==> src/hdl/decimal_text_to_fixed_parser_core_assert.svh <==
// Assertion macros for the decimal text parser core.
// Users must have clk and arst_n in scope; bodies vanish when SYNTH is set.
`ifndef DECIMAL_TEXT_TO_FIXED_PARSER_CORE_ASSERT_SVH
`define DECIMAL_TEXT_TO_FIXED_PARSER_CORE_ASSERT_SVH
`ifndef SYNTH
// same-cycle implication
`define DTFP_ASSERT_IMP(lbl, ante, cons, msg) \
lbl: assert property (@(posedge clk) disable iff (!arst_n) (ante) |-> (cons)) \
	else $error(msg);
// next-cycle implication
`define DTFP_ASSERT_NXT(lbl, ante, cons, msg) \
lbl: assert property (@(posedge clk) disable iff (!arst_n) (ante) |=> (cons)) \
	else $error(msg);
`else
`define DTFP_ASSERT_IMP(lbl, ante, cons, msg)
`define DTFP_ASSERT_NXT(lbl, ante, cons, msg)
`endif
`endif

==> src/hdl/dtfp_pkg.sv <==
// Shared types, codes and constants of the decimal text parser.
// No dependencies.
package dtfp_pkg;

	// parameter defaults
	localparam int MAX_CHARS_DEF = 256;
	localparam int FRAC_BITS_DEF = 24;

	// fixed widths
	localparam int LEN_W  = 9;
	localparam int ADDR_W = 3;
	localparam int FIDX_W = 4;

	// register map (index = paddr[2])
	localparam logic REG_NUMBER_TYPE = 1'b0;

	// number type register: bit 0 unsigned, bit 1 real
	localparam int NT_UNSIGNED_BIT = 0;
	localparam int NT_REAL_BIT     = 1;
	localparam logic [1:0] NT_RESET = 2'd2;

	// characters
	localparam logic [7:0] CH_ZERO  = 8'd48;
	localparam logic [7:0] CH_NINE  = 8'd57;
	localparam logic [7:0] CH_DOT   = 8'h2E;
	localparam logic [7:0] CH_MINUS = 8'h2D;
	localparam logic [7:0] CH_PLUS  = 8'h2B;

	// fraction digit index stops here (scale is zero from this digit on)
	localparam logic [FIDX_W-1:0] FIDX_MAX = 4'd9;

	typedef enum logic [1:0] {
		PH_IDLE,
		PH_INT,
		PH_DOT,
		PH_FRAC
	} phase_t;

	typedef enum logic [1:0] {
		ST_OK,
		ST_NO_DIGITS,
		ST_MINUS_UNSIGNED,
		ST_FRAC_ON_INT
	} status_t;

	typedef struct packed {
		logic [7:0] char_code;
		logic       start_req;
	} char_beat_t;

	typedef struct packed {
		status_t            status;
		logic signed [63:0] value;
		logic [LEN_W-1:0]   length;
	} result_beat_t;

	// parse state apart from the integer accumulator
	typedef struct packed {
		phase_t             phase;
		logic               neg;
		logic [31:0]        fsum;
		logic [FIDX_W-1:0]  fidx;
		logic [LEN_W-1:0]   consumed;
		logic               seen;
	} state_t;

	localparam state_t STATE_RESET = '{
		phase: PH_IDLE, neg: 1'b0, fsum: 32'd0, fidx: '0, consumed: '0, seen: 1'b0
	};
	localparam state_t STATE_START = '{
		phase: PH_INT, neg: 1'b0, fsum: 32'd0, fidx: '0, consumed: '0, seen: 1'b0
	};

	// Q0.32 weight of the fraction digit at position idx (0 = first digit)
	function automatic logic [31:0] frac_scale(input logic [FIDX_W-1:0] idx);
		case (idx)
			4'd0:    return 32'h1999999A;
			4'd1:    return 32'h028F5C29;
			4'd2:    return 32'h00418937;
			4'd3:    return 32'h00068DB8;
			4'd4:    return 32'h0000A7C5;
			4'd5:    return 32'h000010C6;
			4'd6:    return 32'h000001AD;
			4'd7:    return 32'h0000002A;
			4'd8:    return 32'h00000004;
			default: return 32'h00000000;
		endcase
	endfunction

endpackage

==> src/hdl/dtfp_step.sv <==
// Next-state and result logic for one character of the parser.
// Depends on dtfp_pkg.
module dtfp_step #(
	parameter int MAX_CHARS = dtfp_pkg::MAX_CHARS_DEF,
	parameter int FRAC_BITS = dtfp_pkg::FRAC_BITS_DEF
) (
	input  dtfp_pkg::state_t       st,
	input  logic [62-FRAC_BITS:0]  acc,
	input  dtfp_pkg::char_beat_t   beat,
	input  logic [1:0]             ntype,
	output dtfp_pkg::state_t       st_nxt,
	output logic [62-FRAC_BITS:0]  acc_nxt,
	output logic                   res_vld,
	output dtfp_pkg::result_beat_t res
);
	import dtfp_pkg::*;

	localparam int IW      = 63 - FRAC_BITS;
	localparam int LEN_LIM = (MAX_CHARS < 511) ? MAX_CHARS : 511;
	localparam logic [LEN_W-1:0] LEN_MAX = LEN_W'(LEN_LIM);
	localparam logic [IW-1:0]    IMAX    = '1;

	state_t            cur;
	logic [IW-1:0]     acc_cur;
	logic              is_digit;
	logic              is_dot;
	logic              is_minus;
	logic              is_plus;
	logic [3:0]        dval;
	logic [IW+3:0]     acc_mul;
	logic [IW-1:0]     acc_sat;
	logic [31:0]       scale;
	logic [35:0]       frac_prod;
	logic [36:0]       frac_wide;
	logic [31:0]       frac_sat;
	logic [FIDX_W-1:0] fidx_inc;
	logic [LEN_W:0]    cnt1;
	logic [LEN_W:0]    cnt2;
	logic [LEN_W-1:0]  cons1;
	logic [LEN_W-1:0]  cons2;
	logic [63:0]       mag;
	logic              emit;
	status_t           code;

	// a start beat begins from a cleared state
	assign cur     = beat.start_req ? STATE_START : st;
	assign acc_cur = beat.start_req ? '0 : acc;

	// character classes
	assign is_digit = beat.char_code inside {[CH_ZERO:CH_NINE]};
	assign is_dot   = (beat.char_code == CH_DOT);
	assign is_minus = (beat.char_code == CH_MINUS);
	assign is_plus  = (beat.char_code == CH_PLUS);
	assign dval     = beat.char_code[3:0];

	// integer digit: acc*10 + d, saturating
	assign acc_mul = (IW+4)'({acc_cur, 3'b000}) + (IW+4)'({acc_cur, 1'b0}) + (IW+4)'(dval);
	assign acc_sat = (acc_mul > (IW+4)'(IMAX)) ? IMAX : acc_mul[IW-1:0];

	// fraction digit: sum += d * scale_k, clamped to 32 bits
	assign scale     = frac_scale(cur.fidx);
	assign frac_prod = 36'(scale) * 36'(dval);
	assign frac_wide = 37'(cur.fsum) + 37'(frac_prod);
	assign frac_sat  = (frac_wide[36:32] != '0) ? '1 : frac_wide[31:0];
	assign fidx_inc  = (cur.fidx == FIDX_MAX) ? cur.fidx : cur.fidx + 1'b1;

	// consumed length, saturating
	assign cnt1  = {1'b0, cur.consumed} + (LEN_W+1)'(1);
	assign cnt2  = {1'b0, cur.consumed} + (LEN_W+1)'(2);
	assign cons1 = (cnt1 > {1'b0, LEN_MAX}) ? LEN_MAX : cnt1[LEN_W-1:0];
	assign cons2 = (cnt2 > {1'b0, LEN_MAX}) ? LEN_MAX : cnt2[LEN_W-1:0];

	// parse step
	always_comb begin
		st_nxt  = cur;
		acc_nxt = acc_cur;
		emit    = 1'b0;
		code    = ST_OK;
		if (beat.start_req && (is_plus || is_minus)) begin
			if (is_minus && ntype[NT_UNSIGNED_BIT]) begin
				emit = 1'b1;
				code = ST_MINUS_UNSIGNED;
			end else begin
				st_nxt.neg      = is_minus;
				st_nxt.consumed = LEN_W'(1);
			end
		end else begin
			case (cur.phase)
				PH_INT: begin
					if (is_digit) begin
						acc_nxt         = acc_sat;
						st_nxt.seen     = 1'b1;
						st_nxt.consumed = cons1;
					end else if (is_dot) begin
						st_nxt.phase = PH_DOT;
					end else begin
						emit = 1'b1;
						code = cur.seen ? ST_OK : ST_NO_DIGITS;
					end
				end
				PH_DOT: begin
					if (is_digit) begin
						if (!ntype[NT_REAL_BIT]) begin
							emit = 1'b1;
							code = ST_FRAC_ON_INT;
						end else begin
							st_nxt.fsum     = frac_sat;
							st_nxt.fidx     = fidx_inc;
							st_nxt.seen     = 1'b1;
							st_nxt.consumed = cons2;
							st_nxt.phase    = PH_FRAC;
						end
					end else begin
						emit = 1'b1;
						code = cur.seen ? ST_OK : ST_NO_DIGITS;
					end
				end
				PH_FRAC: begin
					if (is_digit) begin
						st_nxt.fsum     = frac_sat;
						st_nxt.fidx     = fidx_inc;
						st_nxt.consumed = cons1;
					end else begin
						emit = 1'b1;
						code = ST_OK;
					end
				end
				default: begin
				end
			endcase
		end
		if (emit) begin
			st_nxt.phase = PH_IDLE;
		end
	end

	// result beat: magnitude is integer part over the top fraction bits
	assign mag     = {1'b0, acc_cur, cur.fsum[31 -: FRAC_BITS]};
	assign res_vld = emit;

	always_comb begin
		res.status = code;
		res.value  = 64'sd0;
		res.length = '0;
		if (code == ST_OK) begin
			res.value  = cur.neg ? $signed(~mag + 64'd1) : $signed(mag);
			res.length = cur.consumed;
		end
	end

endmodule

==> config.mk <==
export PLATFORM = sky130hd
export DESIGN_NAME = dtfp_step
export DESIGN_NICKNAME = d
export VERILOG_FILES = /design/src/hdl/decimal_text_to_fixed_parser_core_assert.svh /design/src/hdl/dtfp_pkg.sv /design/src/hdl/dtfp_step.sv
export SDC_FILE = /design/constraint.sdc
export NUM_CORES = 1
export LEC_CHECK = 0
export BUFFER_PORTS_ARGS = -buffer_cell sky130_fd_sc_hd__clkbuf_2
export CAP_MARGIN = 10
export CORE_UTILIZATION = 50
export DETAILED_ROUTE_END_ITERATION = 16
export PLACE_DENSITY = 0.75
export RECOVER_POWER = 25
export SETUP_SLACK_MARGIN = 0.15
export SLEW_MARGIN = 20
export SYNTH_ARGS = -nofsm -noshare
export SYNTH_HDL_FRONTEND = slang
export SYNTH_SLANG_ARGS = --single-unit
==> constraint.sdc <==
create_clock -name vclk -period 8.55
set_input_delay 0.4275 -clock vclk [all_inputs]
set_output_delay 0.4275 -clock vclk [all_outputs]
set_load 0.05 [all_outputs]
==> impl_metrics.ini, run 1 <==
[floorplan]
num_io_pins = 263
die_width_microns = 154
die_area_sq_um = 23600
die_h_microns = 154
placeableCoreArea_sq_um = 22600
floorplan.initialDensity = 0.509
total_number_of_placement_rows = 55

[routing]
drt.antenna.violating_nets = 0
detailed_routing_iterations_pass_1 = 8
initialDrtViolationCount = 1052
detail_route.wl_per_cell_microns = 19.1
drc = 0
finalWirelength_mm = 41.8
vias_after_detailed_routing = 13200
vias_per_cell = 6.06

[placement]
post_dp_cell_area_sq_um = 13000
dp.final_hpwl_mm = 34.6
gp_congestion = 0.959
placement.setup.worst_slack_ns = 1.23
port_buffers = 263

[logic_synthesis]
synth_area_sq_um = 11500
post_synth_main_area_contributors = ha_1 (15%), fa_1 (14%), nor2_1 (7.4%), a21oi_1 (6.3%), inv_1 (5.6%)
mappedNetlistNets = 2014
post-synth-top-area-cell = ha_1
synth-warning-count = 0
netlist_instances = 1702
share_of_synthesized_area_occupied_by_flip_flops_and_latches = 0
yosys.area.top_type_share = 0.147
avgSynthCellArea_sq_um = 6.75
synth.lib_cells_used.distinct = 83

[setup_path]
timing.critical_path.from_type = primary input
crit_fanout = 26
critical_path_required_ns = 8.12
endpoint_kind = primary output
critPathArrivalTime_ns = 7.38
path_class = in -> out

[cells_and_area]
post-route-util = 0.572
finalInstanceArea_sq_um = 12900
areaGrowthSynthToFinish_pct = 12.4
drive_gt1_frac = 0.146
numSequentialCells = 0
final_nets = 2214
clkbuf_count = 0
fillers = 2337
multi_input_comb_area_sq_um = 10500
area.sequential_sq_um = 0

[grt]
maximum_number_of_pins_on_one_net_before_global_route_repair = 43
number_of_antenna_violations_at_the_first_check_in_global_routing = 2
grt_pass1_wl_mm = 65.4
first_global_vias = 12400
grtUsageTotal = 0.343
congestion_overflow_gr = 0

[timing]
post_layout_minimum_cycle_time_ns = 7.81
timing.final.hold_violations = 0
max_slew.worst_pin.slew_ns = 2.08
min_period_over_period = 0.913
max-slew-margin-rel = -0.390
fin_worst_hold_slack_ns = 1.28
fmaxAchievable_ghz = 0.128
worst_slack_ns = 0.741
grt_setup_unrepaired = no
setup_viol = 0
setup-tns-final_ns = 0
report.final.slew_viol_count = 66

[clock_tree]
post_cts_hold_buffer_count = 0
postCtsSetupRepairBufs = 0
post_cts.resized_instances = 0

[status]
outcome = finished, violations left
violations = capacitance limit, slew limit

[worst_hold_path]
min_delay_worst_endpoint = st_nxt[46]
worstHoldPathType = in -> out
hold_path_startpoint = ntype[0]
whs_path_depth = 3

[power]
p_leak_uw = 0.00666
vdd.ir_drop.worst_mv = 0.0532
power_density_nw_per_um2 = 91.3

[flow_run]
drv.max_cap_violation_count = 2
==> area by class of cell <==
cell class / instances / share of cell area
diodes: 1 / 0.000194
well taps: 285 / 0.0276
repair buffers: 279 / 0.107
inverters: 172 / 0.0500
multi-input cells: 1449 / 0.815
==> how the worst max path moves through the flow <==
stage                       start         end  cells past startpoint
after global routing      beat[0]  st_nxt[41]                     24
final                     beat[0]  st_nxt[20]                     24
after global placement     st[12]  st_nxt[18]                     21
after floorplan           beat[0]  st_nxt[14]                     25
after CTS                 beat[2]  st_nxt[20]                     20
after detailed placement  beat[2]  st_nxt[20]                     20
==> layer usage <==
metal  share of wire  track usage  wire, microns
met4           0.028       0.0862           1150
met1            0.43        0.460          17800
met3           0.084       0.0417           3530
met2            0.46        0.582          19300
met5         0.00026            0             11
==> cell usage after synthesis (8+ instances only) <==
master / number
nand4_1: 16
and3_1: 16
or3_1: 11
a21o_1: 32
a221o_1: 16
nor4_1: 17
or2_2: 15
nor2b_1: 68
o31ai_1: 23
buf_1: 8
o21a_1: 16
xor2_1: 71
xnor2_1: 51
o221ai_1: 10
o21bai_1: 15
o211ai_1: 10
a21oi_1: 144
fa_1: 78
and2_1: 30
nor3_1: 33
a31oi_1: 16
nand2b_1: 18
inv_1: 170
nand3_1: 32
nor2_1: 225
ha_1: 135
a21boi_0: 8
nand2_1: 138
o21ai_0: 98
clkbuf_1: 63
==> cells by family after synthesis <==
logic type                 Yosys count  synth area share
AOI/OAI and AO/OA                  458             0.261
xor gates and xnor gates           122            0.0931
and+or+nand+nor                    654             0.276
buffers and inverters              253            0.0849
adders and majority gates          213             0.283
muxes                                2           0.00185
==> critical path: stages <==
cell	delay, ns
buf_4	0.20
inv_1	0.11
buf_4	0.30
clkbuf_1	0.96
nand2_1	0.28
nand2_1	0.27
inv_1	0.12
nand2_1	0.18
inv_1	0.13
fa_1	0.54
inv_1	0.06
fa_1	0.55
inv_1	0.05
ha_1	0.38
a21oi_1	0.15
o21ai_0	0.18
o21a_1	0.29
and4_1	0.25
a211oi_4	0.32
o221ai_2	0.15
a311o_1	0.52
nand2_1	0.44
o221ai_1	0.22
clkbuf_2	0.28
==> power breakdown <==
part / leakage, uW / switching (uW) / internal, uW
Combinational: 0.00666 / 797 / 381
Sequential: 0 / 0 / 0
Clock: 0.00000000634 / 0 / 0.0000156
Total: 0.00666 / 797 / 381
==> per-stage QoR <==
step | std cells | total power (uW)
floorplan | 1702 | 883
global placement | 2185 | 1160
detailed placement | 2185 | 1170
CTS | 2185 | 1170
global route | 2186 | 1290
finish | 2186 | 1180
==> placed cells by master, fill, tap and decap left out, drive strengths merged, types with 32 or more instances in the layout <==
| cell | n |
|---|---|
| nor3 | 34 |
| o21ai | 100 |
| clkbuf | 265 |
| a21o | 32 |
| fa | 78 |
| ha | 135 |
| nor2b | 69 |
| a21oi | 145 |
| inv | 170 |
| xor2 | 71 |
| xnor2 | 51 |
| nand2 | 138 |
| and2 | 33 |
| nand3 | 32 |
| nor2 | 225 |
Note: power is estimated with default switching activity, not from simulation.
==> run 2, diff against run 1 <==
- ABC_AREA: not set -> 1
- CORE_ASPECT_RATIO: not set -> 0.7
- PLACE_DENSITY: 0.75 -> 0.73
==> impl_metrics.ini, run 2 <==
[cells_and_area]
areaGrowthSynthToFinish_pct = 10.8
final_cell_mix = nand2_1 (710), inv_1 (483), nor2_1 (401)
clkbuf_count = 0
n_antenna_cell = 0
numSequentialCells = 0
finalInstanceArea_sq_um = 15300
area.sequential_sq_um = 0
drive_gt1_frac = 0.124
final_common_cell = nand2_1
final_nets = 3127

[routing]
drc = 0
detail_route.wl_per_cell_microns = 20.1
vias_per_cell = 5.74
initialDrtViolationCount = 2392
finalWirelength_mm = 63.9
drt.antenna.violating_nets = 0
vias_after_detailed_routing = 18200
detailed_routing_iterations_pass_1 = 7

[floorplan]
die_h_microns = 141
total_number_of_placement_rows = 50
die_width_microns = 201
num_io_pins = 263
placeableCoreArea_sq_um = 26900
die_area_sq_um = 28300
floorplan.initialDensity = 0.513

[power]
vdd.ir_drop.worst_mv = 0.0834
power_density_nw_per_um2 = 101
power.total_uw = 1540
p_leak_uw = 0.00937

[placement]
dp.final_hpwl_mm = 54.9
port_buffers = 263
gp_congestion = 1.09
post_dp_cell_area_sq_um = 15400

[grt]
grtUsageTotal = 0.438
congestion_overflow_gr = 0
grt_pass1_wl_mm = 95.3
first_global_vias = 16300
number_of_antenna_violations_at_the_first_check_in_global_routing = 0
maximum_number_of_pins_on_one_net_before_global_route_repair = 57

[logic_synthesis]
avgSynthCellArea_sq_um = 5.32
netlist_instances = 2593
post_synth_main_area_contributors = nand2_1 (19%), inv_1 (13%), ha_1 (12%), fa_1 (11%), nor2_1 (11%)
mappedNetlistNets = 2905
synth.lib_cells_used.distinct = 52
post_synth_top_cells = nand2_1 (709), inv_1 (483), nor2_1 (402)
synth_area_sq_um = 13800
synthMostInstantiatedCell = nand2_1
post-synth-top-area-cell = nand2_1
share_of_synthesized_area_occupied_by_flip_flops_and_latches = 0
synth-warning-count = 0
yosys.area.top_type_share = 0.193

[timing]
post_layout_minimum_cycle_time_ns = 7.50
grt_setup_unrepaired = no
max_slew.worst_pin.slew_ns = 2.89
max-slew-margin-rel = -0.926
timing.final.hold_violations = 0
report.final.slew_viol_count = 134
setup-tns-final_ns = 0
fin_worst_hold_slack_ns = 1.23
fmaxAchievable_ghz = 0.133
setup_viol = 0
min_period_over_period = 0.877

[setup_path]
destination_of_the_critical_timing_path = st_nxt[33]
critPathArrivalTime_ns = 7.07
worstSetupStartpoint = beat[0]
crit_fanout = 22
timing.critical_path.from_type = primary input
path_class = in -> out
critical_path_required_ns = 8.12
endpoint_kind = primary output

[clock_tree]
postCtsSetupRepairBufs = 0
post_cts_hold_buffer_count = 0
post_cts.resized_instances = 0

[worst_hold_path]
worstHoldPathType = in -> out

[status]
outcome = finished, violations left
violations = capacitance limit, slew limit

[flow_run]
drv.max_cap_violation_count = 3
## run 2: cell types whose count changed after synthesis, moves of 25 or more
cell,delta
a21o_1,-25
a21oi_1,+38
and2_1,-26
clkbuf_1,-40
inv_1,+313
nand2_1,+571
nand2_2,+36
nand3_1,+63
nor2_1,+177
nor2b_1,-68
o21ai_0,+32
xnor2_1,-45
xor2_1,-34
## run 2: where the power goes
group          internal, uW  switching (uW)
clock network             0               0
registers                 0               0
logic                   411            1130
## run 2: per-layer routing
| metal | global-route usage | part of all wire |
|---|---|---|
| met5 | 0.0289 | 0.0017 |
| met3 | 0.179 | 0.17 |
| met4 | 0.0615 | 0.018 |
| met1 | 0.642 | 0.44 |
| met2 | 0.594 | 0.37 |
## run 2: worst min-delay path by stage
stage	startpoint	to	slack, ns	depth (start not counted)
3_3_place_gp	acc[12]	res[45]	1.22	3
5_1_grt	acc[12]	res[45]	1.25	3
6_report	acc[12]	res[45]	1.23	3
2_1_floorplan	st[4]	res[3]	1.11	2
3_5_place_dp	acc[12]	res[45]	1.23	3
4_1_cts	acc[12]	res[45]	1.23	3
## run 2: metrics by stage
stage | utilization | cells | setup slack, ns
global placement | 0.571 | 3177 | 1.52
detailed placement | 0.571 | 3177 | 1.41
CTS | 0.571 | 3177 | 1.39
global route | 0.569 | 3177 | 0.717
floorplan | - | 2593 | 2.38
finish | 0.569 | 3177 | 1.05
## run 2: final cells by class
type,instances,area [sq um]
timing repair buffer,273,1340
multi-input combinational,2032,11600
fill,2920,11600
tap,364,455
inverter,508,1910
## run 2: cells by family after synthesis
| logic type | after synthesis | share of synthesized area |
|---|---|---|
| simple gates | 1382 | 0.423 |
| compound gates | 394 | 0.154 |
| buf+inv | 561 | 0.160 |
| fa+ha+maj | 213 | 0.236 |
| xor+xnor | 43 | 0.0273 |
## run 2: critical path, cell delays in order
cell and delay, ns:
clkbuf_2 0.33, nor2_2 0.38, inv_2 0.09, nor2_1 0.23
nand2_1 0.15, nor2_1 0.26, inv_1 0.14, nor2_1 0.25
inv_1 0.15, fa_1 0.57, inv_1 0.06, fa_1 0.54
inv_1 0.06, fa_1 0.52, inv_1 0.04, ha_1 0.35
nand2_1 0.19, o21ai_0 0.22, a21oi_1 0.17, nand2_1 0.18
a21oi_1 0.33, nand2_1 0.54, inv_2 0.35, o21ai_0 0.13
nand2_1 0.07, nand2_1 0.06, clkbuf_2 0.24
==> run 3, diff against run 2 <==
- ABC_AREA: 1 -> not set
- PLACE_DENSITY: 0.73 -> 0.75
- SKIP_LAST_GASP: not set -> 1
==> impl_metrics.ini, run 3 (synthesized netlist as in run 1, its figures left out) <==
[status]
outcome = completed

[cells_and_area]
final_common_cell = nor2_1
drive_gt1_frac = 0.144
final_cell_mix = nor2_1 (224), clkbuf_2 (223), inv_1 (170)
numSequentialCells = 0
areaGrowthSynthToFinish_pct = 12.5
clkbuf_count = 0
final_nets = 2211
area.sequential_sq_um = 0
n_antenna_cell = 0

[power]
internal-power_uw = 381
p_leak_uw = 0.00665
p_clk_frac = 0
vdd.ir_drop.worst_mv = 0.0568
swShare = 0.678
power_density_nw_per_um2 = 91.6
power_frac_comb = 1.000
power_switching_uw = 802
p_seq_frac = 0

[timing]
report.final.slew_viol_count = 0
timing.final.hold_violations = 0
grt_setup_unrepaired = no
fmaxAchievable_ghz = 0.136
min_period_over_period = 0.862
setup_viol = 0
max-slew-margin-rel = 0.364
setup-tns-final_ns = 0
max_slew.worst_pin.slew_ns = 0.952
post_layout_minimum_cycle_time_ns = 7.37
fin_worst_hold_slack_ns = 1.23

[grt]
maximum_number_of_pins_on_one_net_before_global_route_repair = 91
first_global_vias = 12300
grt_pass1_wl_mm = 66.5
grtUsageTotal = 0.350
congestion_overflow_gr = 0
number_of_antenna_violations_at_the_first_check_in_global_routing = 1

[floorplan]
die_width_microns = 183
die_area_sq_um = 23600
total_number_of_placement_rows = 45
placeableCoreArea_sq_um = 22100
num_io_pins = 263
die_h_microns = 129
floorplan.initialDensity = 0.520

[setup_path]
timing.critical_path.from_type = primary input
critical_path_required_ns = 8.12
timing.critical_path.cells = buf_4 -> inv_1 -> buf_4 -> o21ai_0 -> nand2_1 -> nor2_1 -> fa_1 -> fa_1 -> inv_1 -> fa_1 -> inv_1 -> ha_1 -> a21oi_1 -> o21ai_0 -> and3b_1 -> o31ai_1 -> and2_1 -> o211ai_1 -> a311o_1 -> nand2_1 -> o221ai_1 -> clkbuf_2
path_class = in -> out
peak_per_stage_delay_on_the_critical_path_ns = 0.57
critical-path-slowest-cell = o31ai_1
endpoint_kind = primary output
critPathArrivalTime_ns = 6.95
crit_fanout = 41

[placement]
dp.final_hpwl_mm = 34.9
port_buffers = 263
gp_congestion = 1.07

[clock_tree]
post_cts.resized_instances = 0
postCtsSetupRepairBufs = 0
post_cts_hold_buffer_count = 0

[routing]
initialDrtViolationCount = 1230
detail_route.wl_per_cell_microns = 19.2
vias_after_detailed_routing = 13500
detailed_routing_iterations_pass_1 = 5
finalWirelength_mm = 42.3
drt.antenna.violating_nets = 0
vias_per_cell = 6.12
drc = 0

[worst_hold_path]
whs_path_depth = 3
min_delay_worst_endpoint = res[52]
hold_path_startpoint = acc[19]
worstHoldPathType = in -> out

[flow_run]
drv.max_cap_violation_count = 0
run 3: cell count changes in the layout (fill, tap and decap cells not counted), sizes merged, moves of 37 or more:
| cell | before | now |
|---|---|---|
| nor2b | 0 | 69 |
| inv | 505 | 170 |
| nor2 | 427 | 225 |
| o21ai | 151 | 100 |
| nand2 | 750 | 138 |
| a21oi | 182 | 145 |
| xnor2 | 6 | 51 |
| nand3 | 99 | 32 |
run 3: power by group through the flow:
stage / Clock, uW / Combinational [uW] / Sequential [uW]
4_1_cts: 0 / 1170 / 0
3_3_place_gp: 0 / 1160 / 0
3_5_place_dp: 0 / 1160 / 0
5_1_grt: 0 / 1290 / 0
6_report: 0 / 1180 / 0
2_1_floorplan: 0 / 883 / 0
run 3: cell type report:
cell class / count / area [sq um]
Timing Repair Buffer: 276 / 1370
Inverter: 172 / 646
Tap cell: 305 / 382
Fill cell: 2235 / 9160
Multi-Input combinational cell: 1449 / 10500
run 3: metal layers:
metal / part of all wire / track usage / up-vias / wire (microns)
li1: - / - / 6276 / -
met3: 0.11 / 0.0631 / 64 / 4450
met1: 0.44 / 0.498 / 6426 / 18800
met5: 0.00026 / 0 / - / 11
met4: 0.018 / 0.0618 / 2 / 753
met2: 0.43 / 0.556 / 708 / 18300
run 3: worst max-delay path, delay by kind of cell:
| kind | cells | cell delay (ns) |
|---|---|---|
| compound gates | 7 | 2.07 |
| fa+ha+maj | 4 | 1.92 |
| buf+inv | 6 | 1.14 |
| simple gates | 5 | 1.35 |
run 3: stage by stage:
step                      worst slack [ns]  utilization  power, uW  instance area (sq um)  cells
after floorplan                       1.16            -        883                  11500   1702
after global placement                1.61        0.587       1160                  13000   2202
after detailed placement              1.47        0.587       1160                  13000   2202
after CTS                             1.45        0.587       1170                  13000   2202
after global routing                 0.956        0.585       1290                  12900   2202
final                                 1.18        0.585       1180                  12900   2202
run 3: how the worst max path moves through the flow:
stage | startpoint | end | slack (ns) | cells past startpoint
detailed placement | beat[0] | st_nxt[17] | 1.47 | 22
global placement | beat[0] | st_nxt[18] | 1.61 | 24
finish | beat[0] | st_nxt[17] | 1.18 | 22
CTS | beat[0] | st_nxt[17] | 1.45 | 22
floorplan | beat[0] | st_nxt[14] | 1.16 | 25
global route | beat[0] | st_nxt[17] | 0.96 | 22
